$ cat config.mk
export PLATFORM = sky130hd
export DESIGN_NAME = bge_ctrl
export DESIGN_NICKNAME = d
export VERILOG_FILES = /design/src/rtl/core/bge_pkg.sv /design/src/rtl/core/bge_ctrl.sv
export SDC_FILE = /design/constraint.sdc
export NUM_CORES = 1
export LEC_CHECK = 0
export ABC_AREA = 1
export BUFFER_PORTS_ARGS = -buffer_cell sky130_fd_sc_hd__buf_2
export CAP_MARGIN = 15
export CORE_MARGIN = 4
export CORE_UTILIZATION = 41
export CTS_BUF_LIST = sky130_fd_sc_hd__clkbuf_4
export DETAILED_ROUTE_END_ITERATION = 8
export GPL_ROUTABILITY_DRIVEN = 1
export HOLD_SLACK_MARGIN = 0.1
export PLACE_DENSITY = 0.7
export SETUP_SLACK_MARGIN = 0.05
export SKIP_LAST_GASP = 1
export SLEW_MARGIN = 20
export SYNTH_ARGS = -nofsm -noshare
export SYNTH_HDL_FRONTEND = slang
export SYNTH_SLANG_ARGS = --single-unit
$ cat constraint.sdc
create_clock -name i_clk -period 1.8 [get_ports i_clk]
set_input_delay 0.18 -clock i_clk [delete_from_list [all_inputs] [get_ports i_clk]]
set_output_delay 0.18 -clock i_clk [all_outputs]
set_load 0.005 [all_outputs]
$ cat src/rtl/core/bge_pkg.sv
// Shared types, codes and character helpers of the grammar executor.
package bge_pkg;

    // Commands carried by an input transfer
    localparam logic [1:0] CMD_WR_GRAMMAR = 2'd0;
    localparam logic [1:0] CMD_WR_INPUT   = 2'd1;
    localparam logic [1:0] CMD_RUN        = 2'd2;
    localparam logic [1:0] CMD_RD_OUTPUT  = 2'd3;

    // Configuration register indexes
    localparam logic [1:0] REG_MODE_FLAGS = 2'd0;
    localparam logic [1:0] REG_GRAM_LEN   = 2'd1;
    localparam logic [1:0] REG_INPUT_LEN  = 2'd2;

    // Run status codes
    localparam logic [2:0] ST_OK         = 3'd0;
    localparam logic [2:0] ST_UNPARSABLE = 3'd1;
    localparam logic [2:0] ST_CALL_OVF   = 3'd2;
    localparam logic [2:0] ST_UNDO_OVF   = 3'd3;
    localparam logic [2:0] ST_OUT_LONG   = 3'd4;
    localparam logic [2:0] ST_MALFORMED  = 3'd5;

    // Interpreter modes
    localparam logic [1:0] MODE_SEARCH = 2'd0;
    localparam logic [1:0] MODE_PARSE  = 2'd1;
    localparam logic [1:0] MODE_BACK   = 2'd2;

    // Mode flag bit positions
    localparam int F_SKIP_DIGIT = 1;
    localparam int F_SKIP_LOWER = 2;
    localparam int F_SKIP_UPPER = 3;
    localparam int F_SKIP_ANY   = 4;
    localparam int F_PASS_DIGIT = 5;
    localparam int F_PASS_LOWER = 6;
    localparam int F_PASS_UPPER = 7;
    localparam int F_PASS_ANY   = 8;

    // Grammar start position after the zero-th rule prefix
    localparam int PREFIX_LEN = 5;

    // Characters of the grammar notation
    localparam logic [7:0] CH_SPACE = 8'h20;
    localparam logic [7:0] CH_NL    = 8'h0A;
    localparam logic [7:0] CH_SQUOT = 8'h27;
    localparam logic [7:0] CH_DQUOT = 8'h22;
    localparam logic [7:0] CH_EQ    = 8'h3D;
    localparam logic [7:0] CH_SEMI  = 8'h3B;
    localparam logic [7:0] CH_UA    = 8'h41;
    localparam logic [7:0] CH_LA    = 8'h61;
    localparam logic [7:0] CH_UD    = 8'h44;
    localparam logic [7:0] CH_LD    = 8'h64;
    localparam logic [7:0] CH_UL    = 8'h4C;
    localparam logic [7:0] CH_LL    = 8'h6C;

    // Grammar pointer operations
    localparam logic [3:0] GP_HOLD   = 4'd0;
    localparam logic [3:0] GP_INC1   = 4'd1;
    localparam logic [3:0] GP_INC3   = 4'd2;
    localparam logic [3:0] GP_DEC1   = 4'd3;
    localparam logic [3:0] GP_DEC3   = 4'd4;
    localparam logic [3:0] GP_PREFIX = 4'd5;
    localparam logic [3:0] GP_TOP_P1 = 4'd6;
    localparam logic [3:0] GP_TOP_M1 = 4'd7;
    localparam logic [3:0] GP_UTOP   = 4'd8;

    // Counter operations (input pointer, output length)
    localparam logic [1:0] CNT_HOLD = 2'd0;
    localparam logic [1:0] CNT_INC  = 2'd1;
    localparam logic [1:0] CNT_DEC  = 2'd2;
    localparam logic [1:0] CNT_ZERO = 2'd3;

    // Stack operations
    localparam logic [1:0] STK_HOLD = 2'd0;
    localparam logic [1:0] STK_PUSH = 2'd1;
    localparam logic [1:0] STK_POP  = 2'd2;
    localparam logic [1:0] STK_INIT = 2'd3;

    // Grammar read address selects
    localparam logic [1:0] GS_GP  = 2'd0;
    localparam logic [1:0] GS_GP1 = 2'd1;
    localparam logic [1:0] GS_GP2 = 2'd2;
    localparam logic [1:0] GS_TOP = 2'd3;

    typedef struct packed {
        logic [3:0] gp_op;
        logic [1:0] ip_op;
        logic [1:0] ol_op;
        logic [1:0] nc_op;
        logic [1:0] nu_op;
        logic [1:0] gsel;
        logic       emit;
        logic       emit_lit;
        logic       cap_c0;
        logic       cap_fetch;
        logic       cap_c1;
        logic       cap_c2;
        logic       wr_grammar;
        logic       wr_input;
        logic       rd_output;
        logic       fin;
        logic       fin_run;
        logic       fin_ok;
    } t_dp_cmd;

    typedef struct packed {
        logic [7:0] gdat;
        logic [7:0] c0;
        logic [7:0] c1;
        logic [7:0] c2;
        logic [7:0] ch;
        logic [8:0] mflags;
        logic       nc_zero;
        logic       nc_le1;
        logic       nc_full;
        logic       nu_zero;
        logic       nu_full;
        logic       ol_full;
        logic       ol_nz;
        logic       any_left;
        logic       gp_end;
    } t_dp_stat;

    function automatic logic is_digit(input logic [7:0] c);
        return (c >= 8'h30) && (c <= 8'h39);
    endfunction

    function automatic logic is_lower(input logic [7:0] c);
        return (c >= 8'h61) && (c <= 8'h7A);
    endfunction

    function automatic logic is_upper(input logic [7:0] c);
        return (c >= 8'h41) && (c <= 8'h5A);
    endfunction

    function automatic logic is_blank(input logic [7:0] c);
        return (c == CH_SPACE) || (c == CH_NL);
    endfunction

endpackage

$ cat src/rtl/core/bge_ctrl.sv
// Controller: command sequencing and SEARCH/PARSE/BACK step decisions.
module bge_ctrl (
    input  logic               i_clk,
    input  logic               i_rst_n,
    input  logic               i_s_valid,
    input  logic [1:0]         i_cmd,
    output logic               o_s_ready,
    output logic               o_m_valid,
    input  logic               i_m_ready,
    output logic [2:0]         o_status,
    input  bge_pkg::t_dp_stat  i_st,
    output bge_pkg::t_dp_cmd   o_dp
);

    localparam logic [3:0] S_IDLE = 4'd0;
    localparam logic [3:0] S_FIN  = 4'd1;
    localparam logic [3:0] S_INIT = 4'd2;
    localparam logic [3:0] S_DB0  = 4'd3;
    localparam logic [3:0] S_DB1  = 4'd4;
    localparam logic [3:0] S_F0   = 4'd5;
    localparam logic [3:0] S_F1   = 4'd6;
    localparam logic [3:0] S_F2   = 4'd7;
    localparam logic [3:0] S_F3   = 4'd8;
    localparam logic [3:0] S_EX   = 4'd9;
    localparam logic [3:0] S_SA   = 4'd10;
    localparam logic [3:0] S_SB   = 4'd11;
    localparam logic [3:0] S_SE   = 4'd12;

    logic [3:0] r_state, n_state, r_ret, n_ret;
    logic [1:0] r_mode, n_mode, r_kind, n_kind;
    logic [2:0] r_run_st, n_run_st, r_last_st, n_last_st;
    logic       r_ovalid, n_ovalid;
    logic       accept, done;
    logic [2:0] dst;
    logic       take_en, take_ok, take_pass, do_call, do_uncall, cls, cls_on;
    logic [8:0] mf;
    logic [7:0] c;

    assign o_s_ready = (r_state == S_IDLE) && !r_ovalid;
    assign accept    = i_s_valid && o_s_ready;
    assign mf        = i_st.mflags;
    assign c         = i_st.c0;

    always_comb begin
        n_state   = r_state;
        n_ret     = r_ret;
        n_mode    = r_mode;
        n_kind    = r_kind;
        n_run_st  = r_run_st;
        n_last_st = r_last_st;
        n_ovalid  = r_ovalid && !i_m_ready;
        o_dp      = '0;
        done      = 1'b0;
        dst       = bge_pkg::ST_OK;
        take_en   = 1'b0;
        take_ok   = 1'b0;
        take_pass = 1'b0;
        do_call   = 1'b0;
        do_uncall = 1'b0;
        cls       = 1'b0;
        cls_on    = 1'b0;

        unique case (r_state)
            // Take a command; loads and reads finish in the next cycle
            S_IDLE: begin
                if (accept) begin
                    n_kind = i_cmd;
                    unique case (i_cmd)
                        bge_pkg::CMD_WR_GRAMMAR: begin
                            o_dp.wr_grammar = 1'b1;
                            n_state = S_FIN;
                        end
                        bge_pkg::CMD_WR_INPUT: begin
                            o_dp.wr_input = 1'b1;
                            n_state = S_FIN;
                        end
                        bge_pkg::CMD_RUN: n_state = S_INIT;
                        bge_pkg::CMD_RD_OUTPUT: begin
                            o_dp.rd_output = 1'b1;
                            n_state = S_FIN;
                        end
                    endcase
                end
            end

            // Latch the result and present it
            S_FIN: begin
                o_dp.fin     = 1'b1;
                o_dp.fin_run = (r_kind == bge_pkg::CMD_RUN);
                o_dp.fin_ok  = (r_run_st == bge_pkg::ST_OK);
                if (r_kind == bge_pkg::CMD_RUN) begin
                    n_last_st = r_run_st;
                end
                n_ovalid = 1'b1;
                n_state  = S_IDLE;
            end

            // Seed the goal call and clear the pointers
            S_INIT: begin
                o_dp.gp_op = bge_pkg::GP_PREFIX;
                o_dp.ip_op = bge_pkg::CNT_ZERO;
                o_dp.ol_op = bge_pkg::CNT_ZERO;
                o_dp.nc_op = bge_pkg::STK_INIT;
                o_dp.nu_op = bge_pkg::STK_INIT;
                n_mode  = bge_pkg::MODE_SEARCH;
                n_ret   = S_F0;
                n_state = S_DB0;
            end

            // Skip blanks; leave the first other character in c0
            S_DB0: begin
                o_dp.gsel = bge_pkg::GS_GP;
                n_state   = S_DB1;
            end
            S_DB1: begin
                o_dp.cap_c0 = 1'b1;
                if (bge_pkg::is_blank(i_st.gdat)) begin
                    o_dp.gp_op = bge_pkg::GP_INC1;
                    n_state    = S_DB0;
                end else begin
                    n_state = r_ret;
                end
            end

            // Fetch the item, its two followers, the input char and stack tops
            S_F0: begin
                o_dp.gsel = bge_pkg::GS_GP;
                n_state   = S_F1;
            end
            S_F1: begin
                o_dp.cap_c0    = 1'b1;
                o_dp.cap_fetch = 1'b1;
                o_dp.gsel      = bge_pkg::GS_GP1;
                n_state        = S_F2;
            end
            S_F2: begin
                o_dp.cap_c1 = 1'b1;
                o_dp.gsel   = bge_pkg::GS_GP2;
                n_state     = S_F3;
            end
            S_F3: begin
                o_dp.cap_c2 = 1'b1;
                n_state     = S_EX;
            end

            // Execute one step of the current mode
            S_EX: begin
                n_state = S_F0;
                if (r_mode == bge_pkg::MODE_PARSE) begin
                    priority case (c)
                        bge_pkg::CH_UA: begin
                            cls = mf[bge_pkg::F_PASS_ANY];
                            take_ok = i_st.any_left;
                            take_pass = 1'b1;
                        end
                        bge_pkg::CH_LA: begin
                            cls = mf[bge_pkg::F_SKIP_ANY];
                            take_ok = i_st.any_left;
                        end
                        bge_pkg::CH_UD: begin
                            cls = mf[bge_pkg::F_PASS_DIGIT];
                            take_ok = bge_pkg::is_digit(i_st.ch);
                            take_pass = 1'b1;
                        end
                        bge_pkg::CH_LD: begin
                            cls = mf[bge_pkg::F_SKIP_DIGIT];
                            take_ok = bge_pkg::is_digit(i_st.ch);
                        end
                        bge_pkg::CH_UL: begin
                            cls = mf[bge_pkg::F_PASS_LOWER] || mf[bge_pkg::F_PASS_UPPER];
                            take_ok = (mf[bge_pkg::F_PASS_LOWER] && bge_pkg::is_lower(i_st.ch))
                                || (mf[bge_pkg::F_PASS_UPPER] && bge_pkg::is_upper(i_st.ch));
                            take_pass = 1'b1;
                        end
                        bge_pkg::CH_LL: begin
                            cls = mf[bge_pkg::F_SKIP_LOWER] || mf[bge_pkg::F_SKIP_UPPER];
                            take_ok = (mf[bge_pkg::F_SKIP_LOWER] && bge_pkg::is_lower(i_st.ch))
                                || (mf[bge_pkg::F_SKIP_UPPER] && bge_pkg::is_upper(i_st.ch));
                        end
                        bge_pkg::CH_SQUOT: begin
                            if (i_st.c2 != bge_pkg::CH_SQUOT) begin
                                done = 1'b1;
                                dst  = bge_pkg::ST_MALFORMED;
                            end else if (i_st.ch == i_st.c1) begin
                                o_dp.ip_op = bge_pkg::CNT_INC;
                                o_dp.gp_op = bge_pkg::GP_INC3;
                            end else begin
                                n_mode     = bge_pkg::MODE_BACK;
                                o_dp.gp_op = bge_pkg::GP_DEC1;
                            end
                        end
                        bge_pkg::CH_DQUOT: begin
                            if (i_st.c2 != bge_pkg::CH_DQUOT) begin
                                done = 1'b1;
                                dst  = bge_pkg::ST_MALFORMED;
                            end else if (i_st.ol_full) begin
                                done = 1'b1;
                                dst  = bge_pkg::ST_OUT_LONG;
                            end else begin
                                o_dp.emit     = 1'b1;
                                o_dp.emit_lit = 1'b1;
                                o_dp.ol_op    = bge_pkg::CNT_INC;
                                o_dp.gp_op    = bge_pkg::GP_INC3;
                            end
                        end
                        bge_pkg::CH_SPACE, bge_pkg::CH_NL: begin
                            o_dp.gp_op = bge_pkg::GP_INC1;
                        end
                        bge_pkg::CH_SEMI: begin
                            if (i_st.nc_zero) begin
                                done = 1'b1;
                                dst  = bge_pkg::ST_OK;
                            end else if (i_st.nu_full) begin
                                done = 1'b1;
                                dst  = bge_pkg::ST_UNDO_OVF;
                            end else begin
                                o_dp.nu_op = bge_pkg::STK_PUSH;
                                o_dp.nc_op = bge_pkg::STK_POP;
                                o_dp.gp_op = bge_pkg::GP_TOP_P1;
                            end
                        end
                        default: begin
                            if (bge_pkg::is_lower(c) || bge_pkg::is_upper(c)) begin
                                do_call = 1'b1;
                            end else begin
                                done = 1'b1;
                                dst  = bge_pkg::ST_MALFORMED;
                            end
                        end
                    endcase
                    // Builtin classes are rule names when disabled
                    if (c == bge_pkg::CH_UA || c == bge_pkg::CH_LA || c == bge_pkg::CH_UD
                        || c == bge_pkg::CH_LD || c == bge_pkg::CH_UL
                        || c == bge_pkg::CH_LL) begin
                        take_en = cls;
                        do_call = !cls;
                    end
                    if (take_en) begin
                        if (!take_ok) begin
                            n_mode     = bge_pkg::MODE_BACK;
                            o_dp.gp_op = bge_pkg::GP_DEC1;
                        end else if (take_pass && i_st.ol_full) begin
                            done = 1'b1;
                            dst  = bge_pkg::ST_OUT_LONG;
                        end else begin
                            o_dp.emit  = take_pass;
                            o_dp.ol_op = take_pass ? bge_pkg::CNT_INC : bge_pkg::CNT_HOLD;
                            o_dp.ip_op = bge_pkg::CNT_INC;
                            o_dp.gp_op = bge_pkg::GP_INC1;
                        end
                    end
                    if (do_call) begin
                        if (i_st.nc_full) begin
                            done = 1'b1;
                            dst  = bge_pkg::ST_CALL_OVF;
                        end else begin
                            o_dp.nc_op = bge_pkg::STK_PUSH;
                            o_dp.gp_op = bge_pkg::GP_PREFIX;
                            n_mode     = bge_pkg::MODE_SEARCH;
                        end
                    end
                end else if (r_mode == bge_pkg::MODE_BACK) begin
                    priority case (c)
                        bge_pkg::CH_UA: begin
                            cls = 1'b1;
                            cls_on = mf[bge_pkg::F_PASS_ANY];
                            take_pass = 1'b1;
                        end
                        bge_pkg::CH_UL: begin
                            cls = 1'b1;
                            cls_on = mf[bge_pkg::F_PASS_LOWER] || mf[bge_pkg::F_PASS_UPPER];
                            take_pass = 1'b1;
                        end
                        bge_pkg::CH_UD: begin
                            cls = 1'b1;
                            cls_on = mf[bge_pkg::F_PASS_DIGIT];
                            take_pass = 1'b1;
                        end
                        bge_pkg::CH_LA: begin
                            cls = 1'b1;
                            cls_on = mf[bge_pkg::F_SKIP_ANY];
                        end
                        bge_pkg::CH_LL: begin
                            cls = 1'b1;
                            cls_on = mf[bge_pkg::F_SKIP_LOWER] || mf[bge_pkg::F_SKIP_UPPER];
                        end
                        bge_pkg::CH_LD: begin
                            cls = 1'b1;
                            cls_on = mf[bge_pkg::F_SKIP_DIGIT];
                        end
                        bge_pkg::CH_SQUOT: begin
                            o_dp.ip_op = bge_pkg::CNT_DEC;
                            o_dp.gp_op = bge_pkg::GP_DEC3;
                        end
                        bge_pkg::CH_DQUOT: begin
                            o_dp.ol_op = i_st.ol_nz ? bge_pkg::CNT_DEC : bge_pkg::CNT_HOLD;
                            o_dp.gp_op = bge_pkg::GP_DEC3;
                        end
                        bge_pkg::CH_SPACE, bge_pkg::CH_NL: begin
                            o_dp.gp_op = bge_pkg::GP_DEC1;
                        end
                        bge_pkg::CH_EQ: begin
                            n_mode     = bge_pkg::MODE_SEARCH;
                            o_dp.gp_op = bge_pkg::GP_INC1;
                        end
                        default: begin
                            if (bge_pkg::is_lower(c) || bge_pkg::is_upper(c)) begin
                                do_uncall = 1'b1;
                            end else begin
                                done = 1'b1;
                                dst  = bge_pkg::ST_MALFORMED;
                            end
                        end
                    endcase
                    // Undo a class match, or retry the rule call it stood for
                    if (cls) begin
                        if (cls_on) begin
                            if (take_pass && i_st.ol_nz) begin
                                o_dp.ol_op = bge_pkg::CNT_DEC;
                            end
                            o_dp.ip_op = bge_pkg::CNT_DEC;
                            o_dp.gp_op = bge_pkg::GP_DEC1;
                        end else begin
                            do_uncall = 1'b1;
                        end
                    end
                    if (do_uncall) begin
                        if (i_st.nc_full) begin
                            done = 1'b1;
                            dst  = bge_pkg::ST_CALL_OVF;
                        end else if (i_st.nu_zero) begin
                            done = 1'b1;
                            dst  = bge_pkg::ST_MALFORMED;
                        end else begin
                            o_dp.nc_op = bge_pkg::STK_PUSH;
                            o_dp.nu_op = bge_pkg::STK_POP;
                            o_dp.gp_op = bge_pkg::GP_UTOP;
                        end
                    end
                end else begin
                    // Search: skip right sides up to the next semicolon
                    if (bge_pkg::is_lower(c) || bge_pkg::is_upper(c)
                        || bge_pkg::is_blank(c)) begin
                        o_dp.gp_op = bge_pkg::GP_INC1;
                    end else if (c == bge_pkg::CH_SQUOT || c == bge_pkg::CH_DQUOT) begin
                        if (i_st.c2 != c) begin
                            done = 1'b1;
                            dst  = bge_pkg::ST_MALFORMED;
                        end else begin
                            o_dp.gp_op = bge_pkg::GP_INC3;
                        end
                    end else if (c != bge_pkg::CH_SEMI) begin
                        done = 1'b1;
                        dst  = bge_pkg::ST_MALFORMED;
                    end else begin
                        o_dp.gp_op = bge_pkg::GP_INC1;
                        n_ret      = S_SA;
                        n_state    = S_DB0;
                    end
                end
            end

            // Rule head reached: end of grammar, or read the wanted name
            S_SA: begin
                if (i_st.gp_end) begin
                    if (i_st.nc_le1) begin
                        done = 1'b1;
                        dst  = bge_pkg::ST_UNPARSABLE;
                    end else begin
                        o_dp.gp_op = bge_pkg::GP_TOP_M1;
                        o_dp.nc_op = bge_pkg::STK_POP;
                        n_mode     = bge_pkg::MODE_BACK;
                        n_state    = S_F0;
                    end
                end else begin
                    o_dp.gsel = bge_pkg::GS_TOP;
                    n_state   = S_SB;
                end
            end

            // Compare the head with the pending call
            S_SB: begin
                if (!i_st.nc_zero && (i_st.gdat == c)) begin
                    n_mode = bge_pkg::MODE_PARSE;
                end
                o_dp.gp_op = bge_pkg::GP_INC1;
                n_ret      = S_SE;
                n_state    = S_DB0;
            end

            // Expect the equals sign after the head
            S_SE: begin
                if (c != bge_pkg::CH_EQ) begin
                    done = 1'b1;
                    dst  = bge_pkg::ST_MALFORMED;
                end else begin
                    o_dp.gp_op = bge_pkg::GP_INC1;
                    n_state    = S_F0;
                end
            end

            default: n_state = S_IDLE;
        endcase

        // End the run with its status
        if (done) begin
            n_run_st = dst;
            n_state  = S_FIN;
        end
    end

    always_ff @(posedge i_clk) begin
        if (!i_rst_n) begin
            r_state   <= S_IDLE;
            r_ret     <= S_F0;
            r_mode    <= bge_pkg::MODE_SEARCH;
            r_kind    <= bge_pkg::CMD_WR_GRAMMAR;
            r_run_st  <= bge_pkg::ST_OK;
            r_last_st <= bge_pkg::ST_OK;
            r_ovalid  <= 1'b0;
        end else begin
            r_state   <= n_state;
            r_ret     <= n_ret;
            r_mode    <= n_mode;
            r_kind    <= n_kind;
            r_run_st  <= n_run_st;
            r_last_st <= n_last_st;
            r_ovalid  <= n_ovalid;
        end
    end

    assign o_m_valid = r_ovalid;
    assign o_status  = r_last_st;

endmodule

# Word level (Yosys, flattened, before mapping)
# Cells that the tools add are included.
[word_totals]
ff_bits = 19
out_inout_bits = 31
word_cells = 333
in_bits = 64
[classes]
mux = 202
magnitude_cmp = 10
bitwise = 1
reduce_logical = 57
n_eq_ne = 55
[op_table]
columns = ["cell", "n"]
rows = [
  ["3-bit two-way mux", 35],
  ["4-bit two-way mux", 25],
  ["1-bit two-way mux", 78],
  ["2-bit two-way mux", 37],
  ["8-bit by 6-bit == test with 1-bit output, second input constant", 6],
  ["8-bit by 7-bit == test with 1-bit output, second input constant", 6],
  ["4-bit one-hot mux with 11 select lines", 1],
  ["8-bit two-way mux", 5],
  ["8-bit by 7-bit greater-or-equal comparator with 1-bit output, second input constant", 4],
  ["8-bit by 7-bit less-or-equal comparator with 1-bit output, second input constant", 4],
  ["8-bit by 6-bit inequality test with 1-bit output, second input constant", 4],
  ["6-bit two-way mux", 4],
  ["4-bit one-hot mux with 6 select lines", 1],
  ["11-bit OR reduction", 2],
  ["4-bit == test, second input constant", 5],
  ["2-bit inequality test, second input constant", 10],
  ["3-bit one-hot mux with 3 select lines", 2],
  ["4-bit by 3-bit == test with 1-bit output, second input constant", 4],
  ["8-bit by 4-bit == test with 1-bit output, second input constant", 2],
  ["8-bit == test", 2],
  ["4-bit one-hot mux with 2 select lines", 2],
  ["4-bit one-hot mux with 4 select lines", 1],
  ["1-bit logical AND", 15],
  ["1-bit logical OR", 14],
  ["other kinds (33)", 56],
]

# Logic depth before layout (Yosys ltp)
# Gate-level depths: netlist (run 1).
[depth]
depth_word = 16
ltp_mapped = 17
ltp_nobuf = 16

# Worst setup path after synthesis (run 1)
# Ideal clock, no wire load.
[synth_path]
kind = "flip-flop to output port"
start = "register r_state[2]"
end = "output o_dp[20] in the netlist's numbering"
required_ns = 1.620
stages_incl_launch_ff = 9
t_arrival_ns = 1.513
slack_ns = 0.107
path_buffers = 1
cell_sequence = "dfxtp_1 -> inv_1 -> nand2_1 -> nor2_1 -> inv_1 -> nor2_1 -> buf_2 -> nand2_1 -> o221ai_1"
[synth_rtl]
columns = ["element", "line_no", "text"]
rows = [
  ["start: declaration", "bge_ctrl.sv:29", "logic [3:0] r_state, n_state, r_ret, n_ret;"],
  ["start signal: assignment", "bge_ctrl.sv:422", "r_state <= n_state;"],
  ["end: declaration", "bge_ctrl.sv:12", "output bge_pkg::t_dp_cmd o_dp"],
]

==> results.sh, run 1 <==
export IMPL_dieArea_mm2=0.00793
export IMPL_htreeDepth=1
export IMPL_viasPerCell=5.25
export IMPL_p_per_area_mw_per_mm2=307
export IMPL_yosysSeqAreaShare_pct=14.1
export IMPL_worstMarginPinSlew_ps=493
export IMPL_final_cell_area_mm2=0.00461
export IMPL_postCtsHoldBufs=0
export IMPL_grt_pass1_wl_um=15800
export IMPL_whs_ps=105
export IMPL_rsz0062_at_grt="yes"
export IMPL_multi_input_area_mm2=0.00248
export IMPL_skew_ps=10.6
export IMPL_path_cells="nand2_1, nor2_2, nor2_2, buf_4, nand4_1, a31oi_1, nand2_1, buf_2"
export IMPL_clockBufferDepth=2
export IMPL_vdd_drop_max_v=0.000336
export IMPL_root_buffer="clkbuf_4"
export IMPL_max_cap_viol_count=0
export IMPL_rows=29
export IMPL_ys_types=41
export IMPL_cp_end_kind="output port"
export IMPL_crit_slowest_cell="dfxtp_4"
export IMPL_die_h_um=89.0
export IMPL_regArea_um2=400
export IMPL_finalWirelength_um=10600
export IMPL_crit_path_max_fanout=5
export IMPL_route_detailed_drc=0
export IMPL_layout_common_cells="105 x nand2_1, 97 x buf_4, 85 x buf_2, 50 x inv_1, 38 x nor2_1"
export IMPL_area_delta_synth_final_pct=71.3
export IMPL_hold_class="input pin to flip-flop"
export IMPL_synth_top_family_by_area="simple AND/OR/NAND/NOR gates"
export IMPL_core_area_mm2=0.00635
export IMPL_ys_flop_type="dfxtp_1"
export IMPL_cts_tree="done"
export IMPL_initial_core_util_pct=42.4
export IMPL_fin_crit_ps=1880
export IMPL_antenna_diode_count=0
export IMPL_cp_arrival_ps=1700
export IMPL_ys_seq_elements=19
export IMPL_drt_iter0_drc=309
export IMPL_crit_path_max_incr_delay_ps=420
export IMPL_synth_edf_count=0
export IMPL_dp_hpwl_um=7900
export IMPL_gr_usage_all_layers_pct=24.5
export IMPL_vias=3997
export IMPL_synth_area_leaders="nand2_1 18%, dfxtp_1 14%, inv_1 10%"
export IMPL_violations="setup timing"
export IMPL_period_share_pct=104
export IMPL_synth_top_cell_area_share_pct=18.0
export IMPL_status="finished, violations left"
export IMPL_synthMuxAreaShare_pct=0
export IMPL_critical_path_class="flip-flop to output port"
export IMPL_crit_path_start_kind="flip-flop"
export IMPL_grt_max_degree=12
export IMPL_required_ps=1620
export IMPL_dieWidth_um=89.0
export IMPL_yosys_warnings=0
export IMPL_slew_headroom_pct=67.1
export IMPL_max_freq_mhz=532
export IMPL_synth_area_mm2=0.00269
export IMPL_fillers=499
export IMPL_ioPinCount=95
export IMPL_place_congestion=0.906
export IMPL_hold_viol=0
export IMPL_setup_viol=12
export IMPL_wl_per_cell_um=13.9
export IMPL_final_common_cell="nand2_1"
export IMPL_async_flop_share_pct=0
export IMPL_clock_sinks=19
export IMPL_synth_fa_ha_area_share_pct=0.929
export IMPL_gr_total_overflow=0
export IMPL_clock_latency_ps=310
export IMPL_clk_pin_slew_ps=110
export IMPL_grt_pass1_vias=3613
export IMPL_nNetsFinal=752
export IMPL_place_area_mm2=0.00378
export IMPL_yosys_area_top_type="nand2_1"
export IMPL_synthCells=493
export IMPL_antenna_found_initial=0
export IMPL_synthXorXnorAreaFrac_pct=4.88
export IMPL_synth_compound_area_share_pct=15.0
export IMPL_first_pass_iters=5
export IMPL_p_leak_nw=2.32
export IMPL_slew_violations=0
export IMPL_synth_avg_cell_area_um2=5.46
export IMPL_synthesis_nets=559
export IMPL_yosys_area_share_simple_pct=52.4
export IMPL_drive_gt1_share_pct=52.4
export IMPL_io_buffers=93
export IMPL_setup_slack_ps=-80.8
export IMPL_cts_buffers=3
export IMPL_postRouteAntennaNets=0
[power breakdown]
group | switching [mW] | total [mW] | internal [mW]
clock | 0.134 | 0.235 | 0.102
combinational | 0.399 | 0.723 | 0.324
sequential | 0.0222 | 0.459 | 0.437
total | 0.555 | 1.42 | 0.863
[worst max-delay path: cells and delay by family, from the launching register on]
| kind | cells | cell delay (ps) |
|---|---|---|
| flip-flops | 1 | 420 |
| AO/OA/AOI/OAI | 1 | 40 |
| AND/OR/NAND/NOR | 5 | 670 |
| buffers and inverters | 2 | 270 |
[per-layer routing]
layer	wire (um)	up-vias	track usage [%]
li1	-	1975	-
met4	264	0	4.06
met3	751	31	3.59
met2	5340	160	44.6
met5	0	-	0
met1	4270	1831	31.1
[metrics by stage]
| stage | instances | total power, mW | setup WS, ps | setup TNS, ps | utilization (%) |
|---|---|---|---|---|---|
| global route | 762 | 1.50 | -172 | -1980 | 72.7 |
| global placement | 731 | 1.02 | -111 | -1010 | 59.5 |
| floorplan | 493 | 0.749 | 107 | 0 | - |
| finish | 762 | 1.42 | -80.8 | -518 | 72.7 |
| detailed placement | 731 | 1.03 | -120 | -1240 | 59.5 |
| CTS | 748 | 1.32 | -89.6 | -228 | 64.3 |
[state kept, by name, summed over array words and instances, names as in the netlist]
signal     flops
r_mode         2
r_ret          4
r_run_st       3
o_status       3
r_state        4
o_m_valid      1
r_kind         2
[kinds of logic after synthesis]
family,Yosys count
compound gates,69
xor+xnor,15
fa+ha+maj,2
buf+inv,89
flops,19
simple gates,299
[final cells by class]
cell class | instances | share of cell area [%]
well taps | 77 | 2.09
inverters | 83 | 7.24
clock buffers | 4 | 0.651
multi-input cells | 385 | 53.7
flip-flops and latches | 19 | 8.68
repair buffers | 194 | 27.6
[Yosys cell counts (5+ instances only)]
library cell,instances
inv_1,74
dfxtp_1,19
nor2_4,5
a21oi_1,23
nand2_1,129
o21ai_0,21
inv_2,9
xnor2_1,10
o21ai_1,6
nor2_1,70
nor4_1,6
nand2_2,5
nor2_2,8
nand3_1,37
xor2_1,5
nor3_1,12
nand4_1,11
[what timing repair did]
action,4_1_cts,5_1_grt
gates cloned,0,0
gates resized for setup,69,126
pin swaps,17,38
buffers inserted,13,14
endpoints found under the hold margin,0,0
endpoints found under the setup margin,24,33
[final timing paths]
check | from | endpoint | slack [ps] | depth (start not counted)
max | r_state[1] | o_dp[22] | -80 | 8
min | i_m_ready | o_m_valid | 110 | 4
max reg2reg | r_state[1] | r_mode[0] | -40 | 12
min reg2reg | r_kind[1] | r_kind[1] | 480 | 2
(Power assumes the default switching activity.)
==> run 2, diff against run 1 <==
==> constraint.sdc (replaced) <==
create_clock -name i_clk -period 1.8 [get_ports i_clk]
set_input_delay 0.27 -clock i_clk [delete_from_list [all_inputs] [get_ports i_clk]]
set_output_delay 0.27 -clock i_clk [all_outputs]
set_load 0.005 [all_outputs]
==> results.sh, run 2 (same netlist as run 1, synthesis figures left out) <==
export IMPL_status="finished, violations left"
export IMPL_violations="setup timing"
export IMPL_required_ps=1530
export IMPL_htreeDepth=1
export IMPL_stdcell_count=783
export IMPL_vias=4286
export IMPL_largest_registers="r_ret (4), r_state (4)"
export IMPL_path_cells="buf_4, nand2_4, nor2_4, inv_4, nor2_4, buf_4, nand2_4, o211ai_1, buf_2"
export IMPL_cp_arrival_ps=1820
export IMPL_total_power_mw=1.43
export IMPL_finalWirelength_um=12100
export IMPL_io_buffers=93
export IMPL_placed_cells=759
export IMPL_setup_slack_ps=-292
export IMPL_p_per_area_mw_per_mm2=298
export IMPL_viasPerCell=5.47
export IMPL_antenna_diode_count=0
export IMPL_cts_buffers=3
export IMPL_core_area_mm2=0.00635
export IMPL_setup_viol=25
export IMPL_hold_class="input pin to flip-flop"
export IMPL_critical_path_class="flip-flop to output port"
export IMPL_max_cap_viol_count=0
export IMPL_antenna_found_initial=0
export IMPL_place_congestion=1.00
export IMPL_fillers=467
export IMPL_final_common_cell="buf_4"
export IMPL_gr_total_overflow=0
export IMPL_skew_ps=12.4
export IMPL_clock_sinks=19
export IMPL_clockBufferDepth=2
export IMPL_dp_hpwl_um=8110
export IMPL_nNetsFinal=773
export IMPL_rows=29
export IMPL_wl_per_cell_um=15.4
export IMPL_ioPinCount=95
export IMPL_max_freq_mhz=478
export IMPL_crit_slowest_cell="dfxtp_4"
export IMPL_rsz0062_at_grt="yes"
export IMPL_hold_viol=0
export IMPL_route_detailed_drc=0
export IMPL_grt_pass1_vias=3864
export IMPL_grt_max_degree=12
export IMPL_area_delta_synth_final_pct=78.3
export IMPL_postRouteAntennaNets=0
export IMPL_initial_core_util_pct=42.4
export IMPL_vdd_drop_max_v=0.000314
export IMPL_worstMarginPinSlew_ps=477
export IMPL_root_buffer="clkbuf_4"
export IMPL_grt_pass1_wl_um=17100
export IMPL_period_share_pct=116
export IMPL_crit_path_max_incr_delay_ps=390
export IMPL_dieArea_mm2=0.00793
export IMPL_drt_iter0_drc=398
export IMPL_slew_headroom_pct=68.1
export IMPL_first_pass_iters=6
export IMPL_die_h_um=89.0
export IMPL_crit_path_max_fanout=4
export IMPL_crit_path_start_kind="flip-flop"
export IMPL_p_leak_nw=2.45
export IMPL_cp_end_kind="output port"
export IMPL_gr_usage_all_layers_pct=27.0
export IMPL_clk_pin_slew_ps=110
export IMPL_cts_tree="done"
export IMPL_slew_violations=0
export IMPL_clock_latency_ps=310
export IMPL_fin_crit_ps=2090
export IMPL_drive_gt1_share_pct=53.0
export IMPL_dieWidth_um=89.0
export IMPL_layout_common_cells="111 x buf_4, 104 x nand2_1, 84 x buf_2, 52 x inv_1, 40 x nor2_1"
## run 2: changes by cell type in the layout (fill, tap and decap cells not counted), moves of 4 or more
cell / delta
buf_4: +14
buf_6: +11
nand2_4: +6
nor2_4: -6
clkbuf_4: -4
inv_2: -4
nand2_2: -4
nor2_2: +4
## run 2: metrics by stage
| step | cell area [um^2] | worst slack [ps] | setup TNS, ps | util (%) | hold WS, ps |
|---|---|---|---|---|---|
| finish | 4800 | -292 | -3000 | 75.6 | 195 |
| global route | 4800 | -377 | -5410 | 75.6 | 238 |
| CTS | 4430 | -176 | -1530 | 69.8 | 192 |
| detailed placement | 4000 | -305 | -4470 | 63.0 | 452 |
| global placement | 4000 | -253 | -3840 | 63.0 | 452 |
| floorplan | 2700 | 38.2 | 0 | - | 424 |
## run 2: layer usage
| metal | vias to the layer above | GRT usage, % | part of all wire (%) |
|---|---|---|---|
| li1 | 2017 | - | - |
| met1 | 1983 | 32.9 | 38 |
| met2 | 231 | 48.4 | 51 |
| met3 | 55 | 3.78 | 7.3 |
| met4 | 0 | 8.93 | 3.7 |
| met5 | - | 0 | 0 |
## run 2: timing repair
| item | in CTS | in global routing |
|---|---|---|
| setup buffers | 10 | 13 |
| pin swaps | 39 | 44 |
| hold buffers | 0 | 0 |
| endpoints found under the setup margin | 26 | 30 |
| resized for setup | 116 | 84 |
## run 2: final timing paths
path | startpoint | endpoint | slack, ps | depth (start not counted)
worst max-delay path | r_state[0] | o_dp[17] | -290 | 9
worst min-delay path | i_m_ready | o_m_valid | 190 | 4
worst max register to register | r_state[0] | r_mode[0] | -130 | 14
worst min register to register | r_ret[3] | r_ret[3] | 470 | 2
## run 2: area by class of cell
cell class / instances / area [um^2] / area share [%]
clock buffer: 4 / 30.0 / 0.626
sequential: 19 / 395 / 8.24
timing repair buffer: 215 / 1480 / 30.9
multi-input combinational: 385 / 2460 / 51.2
tap: 77 / 96.3 / 2.01
inverter: 83 / 339 / 7.06
## run 2: report_power, final
| group | total, mW | switching [mW] | internal (mW) |
|---|---|---|---|
| Sequential | 0.457 | 0.0174 | 0.440 |
| Clock | 0.236 | 0.134 | 0.102 |
| Combinational | 0.737 | 0.396 | 0.341 |
| Total | 1.43 | 0.548 | 0.882 |
## run 2: critical path, delay by kind of cell, from the launching register on
| kind | cells | cell delay [ps] |
|---|---|---|
| compound gates | 1 | 230 |
| buf+inv | 4 | 500 |
| flops | 1 | 390 |
| simple gates | 4 | 380 |
